--- src/sscan_pkg.sv ---
// types and constants shared by the spi adc scan sequencer
// item structs for the command and result channels, command codes, frame layout
`timescale 1ns / 1ps

package sscan_pkg;

	localparam int FRAME_BITS = 16;
	localparam int CODE_W     = 12;
	localparam int MODE_BIT   = 12;
	localparam int CH_LSB     = 7;
	localparam int CH_BITS    = 4;
	localparam int CFG_W      = 5;

	localparam logic [1:0] CMD_TICK  = 2'd0;
	localparam logic [1:0] CMD_START = 2'd1;
	localparam logic [1:0] CMD_READ  = 2'd2;

	localparam logic [1:0] ADC_NONE = 2'd3;

	localparam logic REG_SMALL = 1'b0;
	localparam logic REG_LARGE = 1'b1;

	typedef struct packed {
		logic [1:0] command;
		logic [1:0] adc_address;
		logic [3:0] read_channel;
		logic       miso_bit;
	} cmd_item_t;

	typedef struct packed {
		logic [1:0]  adc_select;
		logic        chip_select_n;
		logic        mosi_bit;
		logic        clock_pulse;
		logic        busy_res;
		logic        sample_valid;
		logic [3:0]  sample_channel;
		logic [11:0] sample_code;
		logic [11:0] read_code;
		logic        address_error;
	} res_item_t;

endpackage

--- src/sscan_store.sv ---
// code store: one synchronous memory entry per channel, valid bits cleared at reset
// unwritten entries read as zero; depends on nothing outside this file
`timescale 1ns / 1ps

module sscan_store #(
	parameter int CHANNEL_COUNT = 16,
	parameter int CODE_BITS     = 12,
	parameter int AW            = $clog2(CHANNEL_COUNT)
) (
	input  logic                 clk,
	input  logic                 arst_n,
	input  logic                 wr_en,
	input  logic [AW-1:0]        wr_addr,
	input  logic [CODE_BITS-1:0] wr_code,
	input  logic                 rd_en,
	input  logic [AW-1:0]        rd_addr,
	output logic [CODE_BITS-1:0] rd_code
);

	logic [CODE_BITS-1:0] mem [CHANNEL_COUNT];
	logic [CHANNEL_COUNT-1:0] vld_q;
	logic [CODE_BITS-1:0] rd_data_q;
	logic rd_hit_q;

	always_ff @(posedge clk) begin
		if (wr_en) begin
			mem[wr_addr] <= wr_code;
		end
		if (rd_en) begin
			rd_data_q <= mem[rd_addr];
		end
	end

	always_ff @(posedge clk or negedge arst_n) begin
		if (!arst_n) begin
			vld_q    <= '0;
			rd_hit_q <= 1'b0;
		end else begin
			if (wr_en) begin
				vld_q[wr_addr] <= 1'b1;
			end
			if (rd_en) begin
				rd_hit_q <= vld_q[rd_addr];
			end
		end
	end

	assign rd_code = rd_hit_q ? rd_data_q : '0;

endmodule

--- src/spi_adc_scan_sequencer.sv ---
// spi adc scan sequencer: the result item of an accepted item is registered and
// appears in the next cycle; throughput one item per cycle; the code store read
// and the result register share a single stage, a stalled result holds off the next item
// reset: idle, select lines at 3, channel counts 4 and 16, store entries read as
// zero through per-entry valid bits (no clearing pass)
`timescale 1ns / 1ps

module spi_adc_scan_sequencer #(
	parameter int CHANNEL_COUNT = 16,
	parameter int CODE_BITS     = 12
) (
	input  logic                    clk,
	input  logic                    arst_n,
	input  logic                    cfg_we,
	input  logic                    cfg_index,
	input  logic [4:0]              cfg_data,
	input  logic                    cmd_valid,
	output logic                    cmd_stall,
	input  sscan_pkg::cmd_item_t    cmd_item,
	output logic                    res_valid,
	input  logic                    res_stall,
	output sscan_pkg::res_item_t    res_item
);

	localparam int AW = $clog2(CHANNEL_COUNT);
	localparam logic [4:0] CH_MAX = 5'(CHANNEL_COUNT);
	localparam logic [11:0] CODE_MASK = 12'((1 << CODE_BITS) - 1);

	logic [4:0] small_q, large_q;
	logic       busy_q, gap_q;
	logic [1:0] sel_q;
	logic [4:0] frame_q, total_q;
	logic [3:0] bit_q;
	logic [15:0] shift_q;

	logic       busy_d, gap_d;
	logic [1:0] sel_d;
	logic [4:0] frame_d, total_d;
	logic [3:0] bit_d;
	logic [15:0] shift_d;

	logic acc;
	logic res_valid_q;
	sscan_pkg::res_item_t res_s2, res_d;
	logic rd_s2;
	logic wr_en, rd_en;
	logic [CODE_BITS-1:0] rd_code;

	logic [4:0] n_sel, n_clamp, frame_inc;
	logic [15:0] word, shift_in;
	logic last_frames;

	assign cmd_stall = res_valid_q & res_stall;
	assign acc       = cmd_valid & ~cmd_stall;
	assign res_valid = res_valid_q;

	always_ff @(posedge clk or negedge arst_n) begin
		if (!arst_n) begin
			small_q <= 5'd4;
			large_q <= 5'd16;
		end else if (cfg_we) begin
			unique case (cfg_index)
				sscan_pkg::REG_SMALL: small_q <= cfg_data;
				sscan_pkg::REG_LARGE: large_q <= cfg_data;
			endcase
		end
	end

	// channel count for the start, saturated to 1..CHANNEL_COUNT
	always_comb begin
		n_sel = (cmd_item.adc_address == 2'd0) ? small_q : large_q;
		if (n_sel == 5'd0) begin
			n_clamp = 5'd1;
		end else if (n_sel > CH_MAX) begin
			n_clamp = CH_MAX;
		end else begin
			n_clamp = n_sel;
		end
	end

	assign frame_inc   = frame_q + 5'd1;
	assign last_frames = ({1'b0, frame_q} + 6'd2) >= {1'b0, total_q};
	assign shift_in    = {shift_q[14:0], cmd_item.miso_bit};

	always_comb begin
		word = '0;
		if (!last_frames) begin
			word[sscan_pkg::MODE_BIT] = 1'b1;
			word[sscan_pkg::CH_LSB +: sscan_pkg::CH_BITS] = frame_q[3:0];
		end
	end

	always_comb begin
		busy_d  = busy_q;
		gap_d   = gap_q;
		sel_d   = sel_q;
		frame_d = frame_q;
		total_d = total_q;
		bit_d   = bit_q;
		shift_d = shift_q;
		wr_en   = 1'b0;
		rd_en   = 1'b0;
		res_d   = '0;

		unique case (cmd_item.command)
			sscan_pkg::CMD_START: begin
				if (!busy_q) begin
					if (cmd_item.adc_address == sscan_pkg::ADC_NONE) begin
						res_d.address_error = 1'b1;
					end else begin
						sel_d   = cmd_item.adc_address;
						total_d = n_clamp + 5'd2;
						frame_d = '0;
						bit_d   = 4'(sscan_pkg::FRAME_BITS - 1);
						gap_d   = 1'b0;
						shift_d = '0;
						busy_d  = 1'b1;
					end
				end
				res_d.chip_select_n = busy_d ? gap_d : 1'b1;
			end
			sscan_pkg::CMD_READ: begin
				rd_en = {1'b0, cmd_item.read_channel} < CH_MAX;
				res_d.chip_select_n = busy_q ? gap_q : 1'b1;
			end
			sscan_pkg::CMD_TICK: begin
				res_d.chip_select_n = 1'b1;
				if (busy_q) begin
					if (gap_q) begin
						gap_d   = 1'b0;
						frame_d = frame_inc;
						if (frame_inc >= total_q) begin
							busy_d  = 1'b0;
							sel_d   = sscan_pkg::ADC_NONE;
							frame_d = '0;
						end
					end else begin
						res_d.chip_select_n = 1'b0;
						res_d.clock_pulse   = 1'b1;
						res_d.mosi_bit      = word[bit_q];
						if (frame_q >= 5'd2) begin
							shift_d = shift_in;
						end
						if (bit_q == 4'd0) begin
							if (frame_q >= 5'd2) begin
								res_d.sample_valid   = 1'b1;
								res_d.sample_channel = shift_in[15:12];
								res_d.sample_code    = shift_in[11:0] & CODE_MASK;
								wr_en = {1'b0, shift_in[15:12]} < CH_MAX;
							end
							shift_d = '0;
							bit_d   = 4'(sscan_pkg::FRAME_BITS - 1);
							gap_d   = 1'b1;
						end else begin
							bit_d = bit_q - 4'd1;
						end
					end
				end
			end
			default: begin
				res_d.chip_select_n = 1'b1;
			end
		endcase

		res_d.adc_select = sel_d;
		res_d.busy_res   = busy_d;
	end

	always_ff @(posedge clk or negedge arst_n) begin
		if (!arst_n) begin
			busy_q      <= 1'b0;
			gap_q       <= 1'b0;
			sel_q       <= sscan_pkg::ADC_NONE;
			frame_q     <= '0;
			total_q     <= '0;
			bit_q       <= 4'(sscan_pkg::FRAME_BITS - 1);
			shift_q     <= '0;
			res_valid_q <= 1'b0;
			rd_s2       <= 1'b0;
		end else begin
			if (acc) begin
				busy_q      <= busy_d;
				gap_q       <= gap_d;
				sel_q       <= sel_d;
				frame_q     <= frame_d;
				total_q     <= total_d;
				bit_q       <= bit_d;
				shift_q     <= shift_d;
				res_valid_q <= 1'b1;
				rd_s2       <= rd_en;
			end else if (!res_stall) begin
				res_valid_q <= 1'b0;
			end
		end
	end

	always_ff @(posedge clk) begin
		if (acc) begin
			res_s2 <= res_d;
		end
	end

	sscan_store #(
		.CHANNEL_COUNT(CHANNEL_COUNT),
		.CODE_BITS    (CODE_BITS),
		.AW           (AW)
	) u_store (
		.clk    (clk),
		.arst_n (arst_n),
		.wr_en  (acc & wr_en),
		.wr_addr(shift_in[12 +: AW]),
		.wr_code(shift_in[CODE_BITS-1:0]),
		.rd_en  (acc & rd_en),
		.rd_addr(cmd_item.read_channel[AW-1:0]),
		.rd_code(rd_code)
	);

	always_comb begin
		res_item = res_s2;
		res_item.read_code = rd_s2 ? 12'(rd_code) : 12'd0;
	end

endmodule
--- config.mk ---
export PLATFORM = sky130hd
export DESIGN_NAME = spi_adc_scan_sequencer
export DESIGN_NICKNAME = d
export VERILOG_FILES = /design/src/sscan_pkg.sv /design/src/sscan_store.sv /design/src/spi_adc_scan_sequencer.sv
export SDC_FILE = /design/constraint.sdc
export NUM_CORES = 1
export LEC_CHECK = 0
export BUFFER_PORTS_ARGS = -buffer_cell sky130_fd_sc_hd__buf_4
export CAP_MARGIN = 20
export CORE_MARGIN = 2
export CORE_UTILIZATION = 55
export DETAILED_ROUTE_END_ITERATION = 8
export PLACE_DENSITY = 0.73
export SETUP_SLACK_MARGIN = 0.05
export SLEW_MARGIN = 20
export SYNTH_ARGS = -nofsm -noshare
export SYNTH_HDL_FRONTEND = slang
export SYNTH_HIERARCHICAL = 1
export SYNTH_SLANG_ARGS = --single-unit
--- constraint.sdc ---
create_clock -name clk -period 5 [get_ports clk]
set_clock_uncertainty 0.05 [all_clocks]
set_input_delay 0 -clock clk [delete_from_list [all_inputs] [get_ports clk]]
set_output_delay 0 -clock clk [all_outputs]
set_load 0.05 [all_outputs]
Word-level counts from Yosys, hierarchy flattened:

Memory sizes are Yosys's and may differ from the RTL's. A register that Yosys moved wholly into a read port is not among the register bits.
Index checks and enable logic that the tools add are counted.

* input bits: 20
* memory bits (writable): 192
* output and inout port bits: 38
* logic and storage cells: 144
* register bits: 86
* memories: 1

Memory list
* u_store.mem: words 16, bits a word 12, rd ports 1, clocked after Yosys merged registers in 1, wr ports 1, RTL line sscan_store.sv:20 `logic [CODE_BITS-1:0] mem [CHANNEL_COUNT];`

* bitwise gates (word level): 13
* magnitude comparators: 8
* reductions and logical operators: 18
* equality and inequality tests: 10
* add/subtract/negate cells: 4
* multiplexer cells: 68

Operator list (count)
* 15-bit 2-to-1 mux: 6
* 5-bit 2-to-1 mux: 8
* 15-bit one-hot mux with 2 select lines: 1
* 1-bit 2-to-1 mux: 28
* 12-bit 2-to-1 mux: 2
* 4-bit 2-to-1 mux: 6
* 17-bit 2-to-1 mux: 1
* 16-bit OR: 1
* 4-bit by 5-bit < comparator with 1-bit output, second input constant: 3
* 6-bit AND reduction: 2
* 2-bit 2-to-1 mux: 5
* 2-bit != test, second input constant: 5
* 5-bit one-hot mux with 2 select lines: 1
* 1-bit binary-select mux with 4-bit select: 2
* 1-bit NOT: 8
* 4-bit one-hot mux with 2 select lines: 1
* 7-bit AND reduction: 1
* 5-bit by 2-bit adder with 6-bit output, second input constant: 1
* 6-bit by 5-bit greater-or-equal comparator with 1-bit output: 1
* 3-bit 2-to-1 mux: 2
* 2-bit AND reduction: 3
* 5-bit by 1-bit adder with 5-bit output, second input constant: 1
* 5-bit by 2-bit adder with 5-bit output, second input constant: 1
* 5-bit by 2-bit greater-or-equal comparator with 1-bit output, second input constant: 1
* other kinds (24): 30

Logic depth before layout (Yosys ltp):

* depth in word-level cells: 9
* mapped depth: 9
* gate-level depth less buffers: 9

Hierarchy:

The synthesis kept the hierarchy.

Modules (own cells, without submodules)
* sscan_store: area each 8550.7 µm², cells an instance 356, instances 1, seq. area each 6551.3 µm²
* spi_adc_scan_sequencer: area each 3520.9 µm², cells an instance 306, instances 1, seq. area each 1856.8 µm²

Worst setup path before layout:

Ideal clock, no wire load.

* path kind: register to register
* start point: register res_valid_q (netlist: res_valid)
* end point: memory u_store.mem[0][0], enable pin
* cell stages (with the launch flop): 7
* setup slack: 1582 ps
* data arrival time: 2971 ps
* setup time: 398 ps
* data required time: 4552 ps
* buffers on the path: 1
* period minus slack after synthesis: 3418 ps
* cells stage by stage: dfrtp_1 > and2_4 > nand2b_4 > buf_6 > nor4_1 > or3b_2 > nor3_1

* word-level cells in the longest chain between the ends: 6

RTL lines
* start: declaration: RTL line spi_adc_scan_sequencer.sv:43 `logic res_valid_q;`
* start signal: assignment: RTL line spi_adc_scan_sequencer.sv:178 `res_valid_q <= 1'b0;`
* start signal: assignment: RTL line spi_adc_scan_sequencer.sv:189 `res_valid_q <= 1'b1;`
* start signal: assignment: RTL line spi_adc_scan_sequencer.sv:192 `res_valid_q <= 1'b0;`
* 1-bit AND: RTL line spi_adc_scan_sequencer.sv:53 `assign cmd_stall = res_valid_q & res_stall;`
* net cmd_stall: RTL line spi_adc_scan_sequencer.sv:18 `output logic cmd_stall,`
* 1-bit NOT: RTL line spi_adc_scan_sequencer.sv:54 `assign acc = cmd_valid & ~cmd_stall;`
* 1-bit AND: RTL line spi_adc_scan_sequencer.sv:54
* 1-bit AND: RTL line spi_adc_scan_sequencer.sv:210 `.wr_en (acc & wr_en),`
* 1-bit 2-to-1 mux: RTL line sscan_store.sv:26 `if (wr_en) begin`
* 1-bit 2-to-1 mux (implied by the code): RTL line sscan_store.sv:27 `mem[wr_addr] <= wr_code;`
* end: declaration: RTL line sscan_store.sv:20

The timed path passes the listed nets, and every way through them passes these cells.

Final worst setup path:

* start point: register frame_q[2]
* end point: memory u_store.mem[3][10], enable pin

* word-level cells in the longest chain between the ends: 9

RTL lines
* start: declaration: RTL line spi_adc_scan_sequencer.sv:32 `logic [4:0] frame_q, total_q;`
* start signal: assignment: RTL line spi_adc_scan_sequencer.sv:185 `frame_q <= frame_d;`
* 5-bit by 2-bit greater-or-equal comparator with 1-bit output: RTL line spi_adc_scan_sequencer.sv:145 `if (frame_q >= 5'd2) begin`
* 1-bit 2-to-1 mux: RTL line spi_adc_scan_sequencer.sv:145
* 1-bit 2-to-1 mux: RTL line spi_adc_scan_sequencer.sv:144 `if (bit_q == 4'd0) begin`
* 1-bit 2-to-1 mux: RTL line spi_adc_scan_sequencer.sv:129 `if (gap_q) begin`
* 1-bit 2-to-1 mux: RTL line spi_adc_scan_sequencer.sv:128 `if (busy_q) begin`
* 1-bit 2-to-1 mux: RTL line spi_adc_scan_sequencer.sv:105 `unique case (cmd_item.command)`
* 1-bit AND: RTL line spi_adc_scan_sequencer.sv:210
* 1-bit 2-to-1 mux: RTL line sscan_store.sv:26
* 1-bit 2-to-1 mux (implied by the code): RTL line sscan_store.sv:27

No other way between the ends.

==> impl_results.md <==
* Status: complete, no violations
* Max-slew violation count at 0
* Vias in the first global route at 6488
* VDD IR max at 0.290 mV
* CTS tree: built
* Asr flop ratio synth at 0.214
* Synth Area per Inst at 18.2 um2
* Worst Hold Class: in -> async
* Pwr per Cell Area at 390 nW/um2
* CTS max path bufs at 3
* Total Routing Usage GR at 0.225
* I/O Buffers at 57
* Worst-Skew Late Latency at 530 ps
* Warnings, synthesis at 6
* GR Util met2 at 0.367
* FP Rows at 54
* CP required at 5110 ps
* Die H at 152 um
* Final #Nets at 793
* Seq/Total Area, Yosys at 0.697
* Post-DP HPWL at 16.1 mm
* Most common cell after layout, fill and taps aside: edfxtp_1
* Setup TNS Final at 0 ps
* Critical Path Sink Type: register
* Gpl congestion at 0.890
* Total gr overflow at 0
* Register Area at 8410 um2
* Placed Cells at 981
* Fill cells at 1434
* Total power at 5.46 mW
* Vias at 6463
* Final setup fails at 0
* First-pass GRT wire length at 39.7 mm
* DRC at 0
* Pre-antenna DRT Iters at 5
* Root Buffer Master: clkbuf_16
* Final hold violations at 0
* Most frequent cells in the layout: edfxtp_1, buf_4, dfrtp_1
* Reg clk slew, reported paths at 60 ps
* Worst Max-Slew Pin Slew at 921 ps
* Post-Syn Area at 12100 um2
* DR WL/cell at 24.2 um
* EDFF count, synth at 228
* Ys flop type: edfxtp_1
* GR Layer Usage met1 at 0.327
* DIE WIDTH at 152 um
* Pleak at 5.23 nW
* Final period util at 0.633
* Syn-to-layout area delta at 15.9%
* RSZ-0062 raised after global routing: false
* Final WL at 25.7 mm
* Fmax at 316 MHz
* CTS sink count at 290
* Number of synthesized register bits at 290
* Critical Path Fanout Max at 13
* Layout cells sized above 1 at 0.276
* Grt peak-use layer: met2
* Core area at 21700 um2
* Critical Path AT at 3270 ps
* IO Pins at 58
* CTS H-tree lvls at 1
* Multi-input logic area at 3440 um2
* Yosys cell types at 61
* Met3 GRT Util at 0.0384
* Critical path class: reg -> reg
* Initial Utilization at 0.557
* Final Non-Filler Cells at 1060
* Initial DRC Count at 573
* Post-route ant nets at 0
* Initial antenna violation count at 1
* Syn_nets at 698
* Post-CTS Setup Repair Bufs at 0
* Max-cap violations at 0
* Largest net degree at the start of global routing at 63
* Clock buffer count from CTS at 28
* Detailed-route vias per instance at 6.10
* Max-slew headroom at 0.386
* Minimum clock period at 3170 ps
* CP Launch Type: register
* Die Area at 23100 um2
* Cells after Synth at 662
power by group:
group	total (mW)	internal, mW	switching [mW]
Clock	2.14	1.26	0.873
Sequential	2.77	2.68	0.0869
Combinational	0.555	0.235	0.320
layer usage:
metal | vias to the layer above | wire, um
met5 | - | 0
met4 | 0 | 345
met3 | 33 | 1760
met2 | 238 | 12800
met1 | 3375 | 10700
li1 | 2817 | -
synth_stat cells (all sizes together), types with 2 or more instances:
| cell type | count | area, um2 |
|---|---|---|
| mux2 | 11 | 124 |
| a31o | 2 | 17.5 |
| nor3 | 13 | 81.3 |
| a21oi | 8 | 40.0 |
| mux2i | 5 | 50.1 |
| a21o | 2 | 15.0 |
| o22a | 2 | 17.5 |
| nand2 | 15 | 71.3 |
| nor2b | 3 | 18.8 |
| inv | 19 | 71.3 |
| a22o | 19 | 166 |
| o32ai | 2 | 17.5 |
| a31oi | 6 | 37.5 |
| nor3b | 3 | 22.5 |
| a2bb2oi | 2 | 17.5 |
| edfxtp | 228 | 6850 |
| o41ai | 2 | 17.5 |
| xnor2 | 3 | 26.3 |
| clkbuf | 6 | 22.5 |
| o21bai | 2 | 15.0 |
| ha | 16 | 200 |
| a22oi | 3 | 22.5 |
| nor4 | 2 | 12.5 |
| nand2b | 6 | 45.0 |
| mux4 | 64 | 1540 |
| buf | 20 | 174 |
| o21ai | 14 | 73.8 |
| nor2 | 30 | 115 |
| xor2 | 4 | 35.0 |
| and2 | 43 | 274 |
| or2 | 19 | 119 |
| nand3b | 2 | 15.0 |
| dfrtp | 54 | 1350 |
| dfstp | 8 | 210 |
| nand3 | 8 | 40.0 |
what timing repair did:
action,CTS,global route
gates resized for setup,0,0
hold endpoints to repair,121,0
hold buffers,26,0
flip-flops by register name, summed over array words and instances (netlist names), named ones only:
register and cells:
sel_q 2, small_q 5, u_store/mem 192, u_store/rd_hit_q 1, res_item 24, rd_s2 1, shift_q 15, busy_q 1
bit_q 4, u_store/rd_data_q 12, total_q 5, u_store/vld_q 16, frame_q 5, res_valid 1, large_q 5
final timing paths:
path / startpoint / to / slack, ps / cells after the start
worst max-delay path: frame_q[2] / u_store/mem[3][10] / 1830 / 8
worst max register to register: frame_q[2] / u_store/mem[3][10] / 1830 / 8
worst min register to register: u_store/vld_q[14] / u_store/vld_q[14] / 410 / 1
worst min-delay path: arst_n / busy_q / 40 / 2
min in group clk: cmd_item[3] / u_store/rd_data_q[2] / 80 / 2
max in group asynchronous: arst_n / u_store/vld_q[7] / 4300 / 2
layout make-up:
type / count / share of cell area
antenna: 1 / 0.000179
clock buffer: 35 / 0.0557
clock inverter: 17 / 0.0123
inverter: 20 / 0.00546
multi-input combinational: 325 / 0.246
sequential: 290 / 0.601
tap: 280 / 0.0250
timing repair buffer: 92 / 0.0543
cell families (layout without fill, tap and decap cells):
group | Yosys count | count (layout) | synth area share
DFF | 290 | 290 | 0.697
and+or+nand+nor | 149 | 149 | 0.0710
muxes | 80 | 80 | 0.142
AOI/OAI and AO/OA | 73 | 73 | 0.0459
buffers and inverters | 47 | 164 | 0.0233
adders and majority gates | 16 | 16 | 0.0166
xor gates and xnor gates | 7 | 7 | 0.00508
other | 0 | 1 | 0
per-stage QoR:
stage / setup slack, ps / util / hold WS, ps / instance area, um2
after floorplan: 1580 / - / -346 / 12100
after global placement: 1600 / 0.587 / 90.6 / 12700
after detailed placement: 1510 / 0.588 / 101 / 12700
after CTS: 1460 / 0.644 / 78.7 / 14000
after global routing: 1720 / 0.645 / 112 / 14000
final: 1830 / 0.645 / 39.7 / 14000
worst max-delay path: stages (launching register included):
cell	delay, ps
dfrtp_1	480
inv_1	140
ha_1	200
inv_1	90
a2111oi_4	80
nor4_1	400
buf_4	200
or3b_2	540
nor2_2	610
Note: power is estimated with default switching activity, not from simulation.
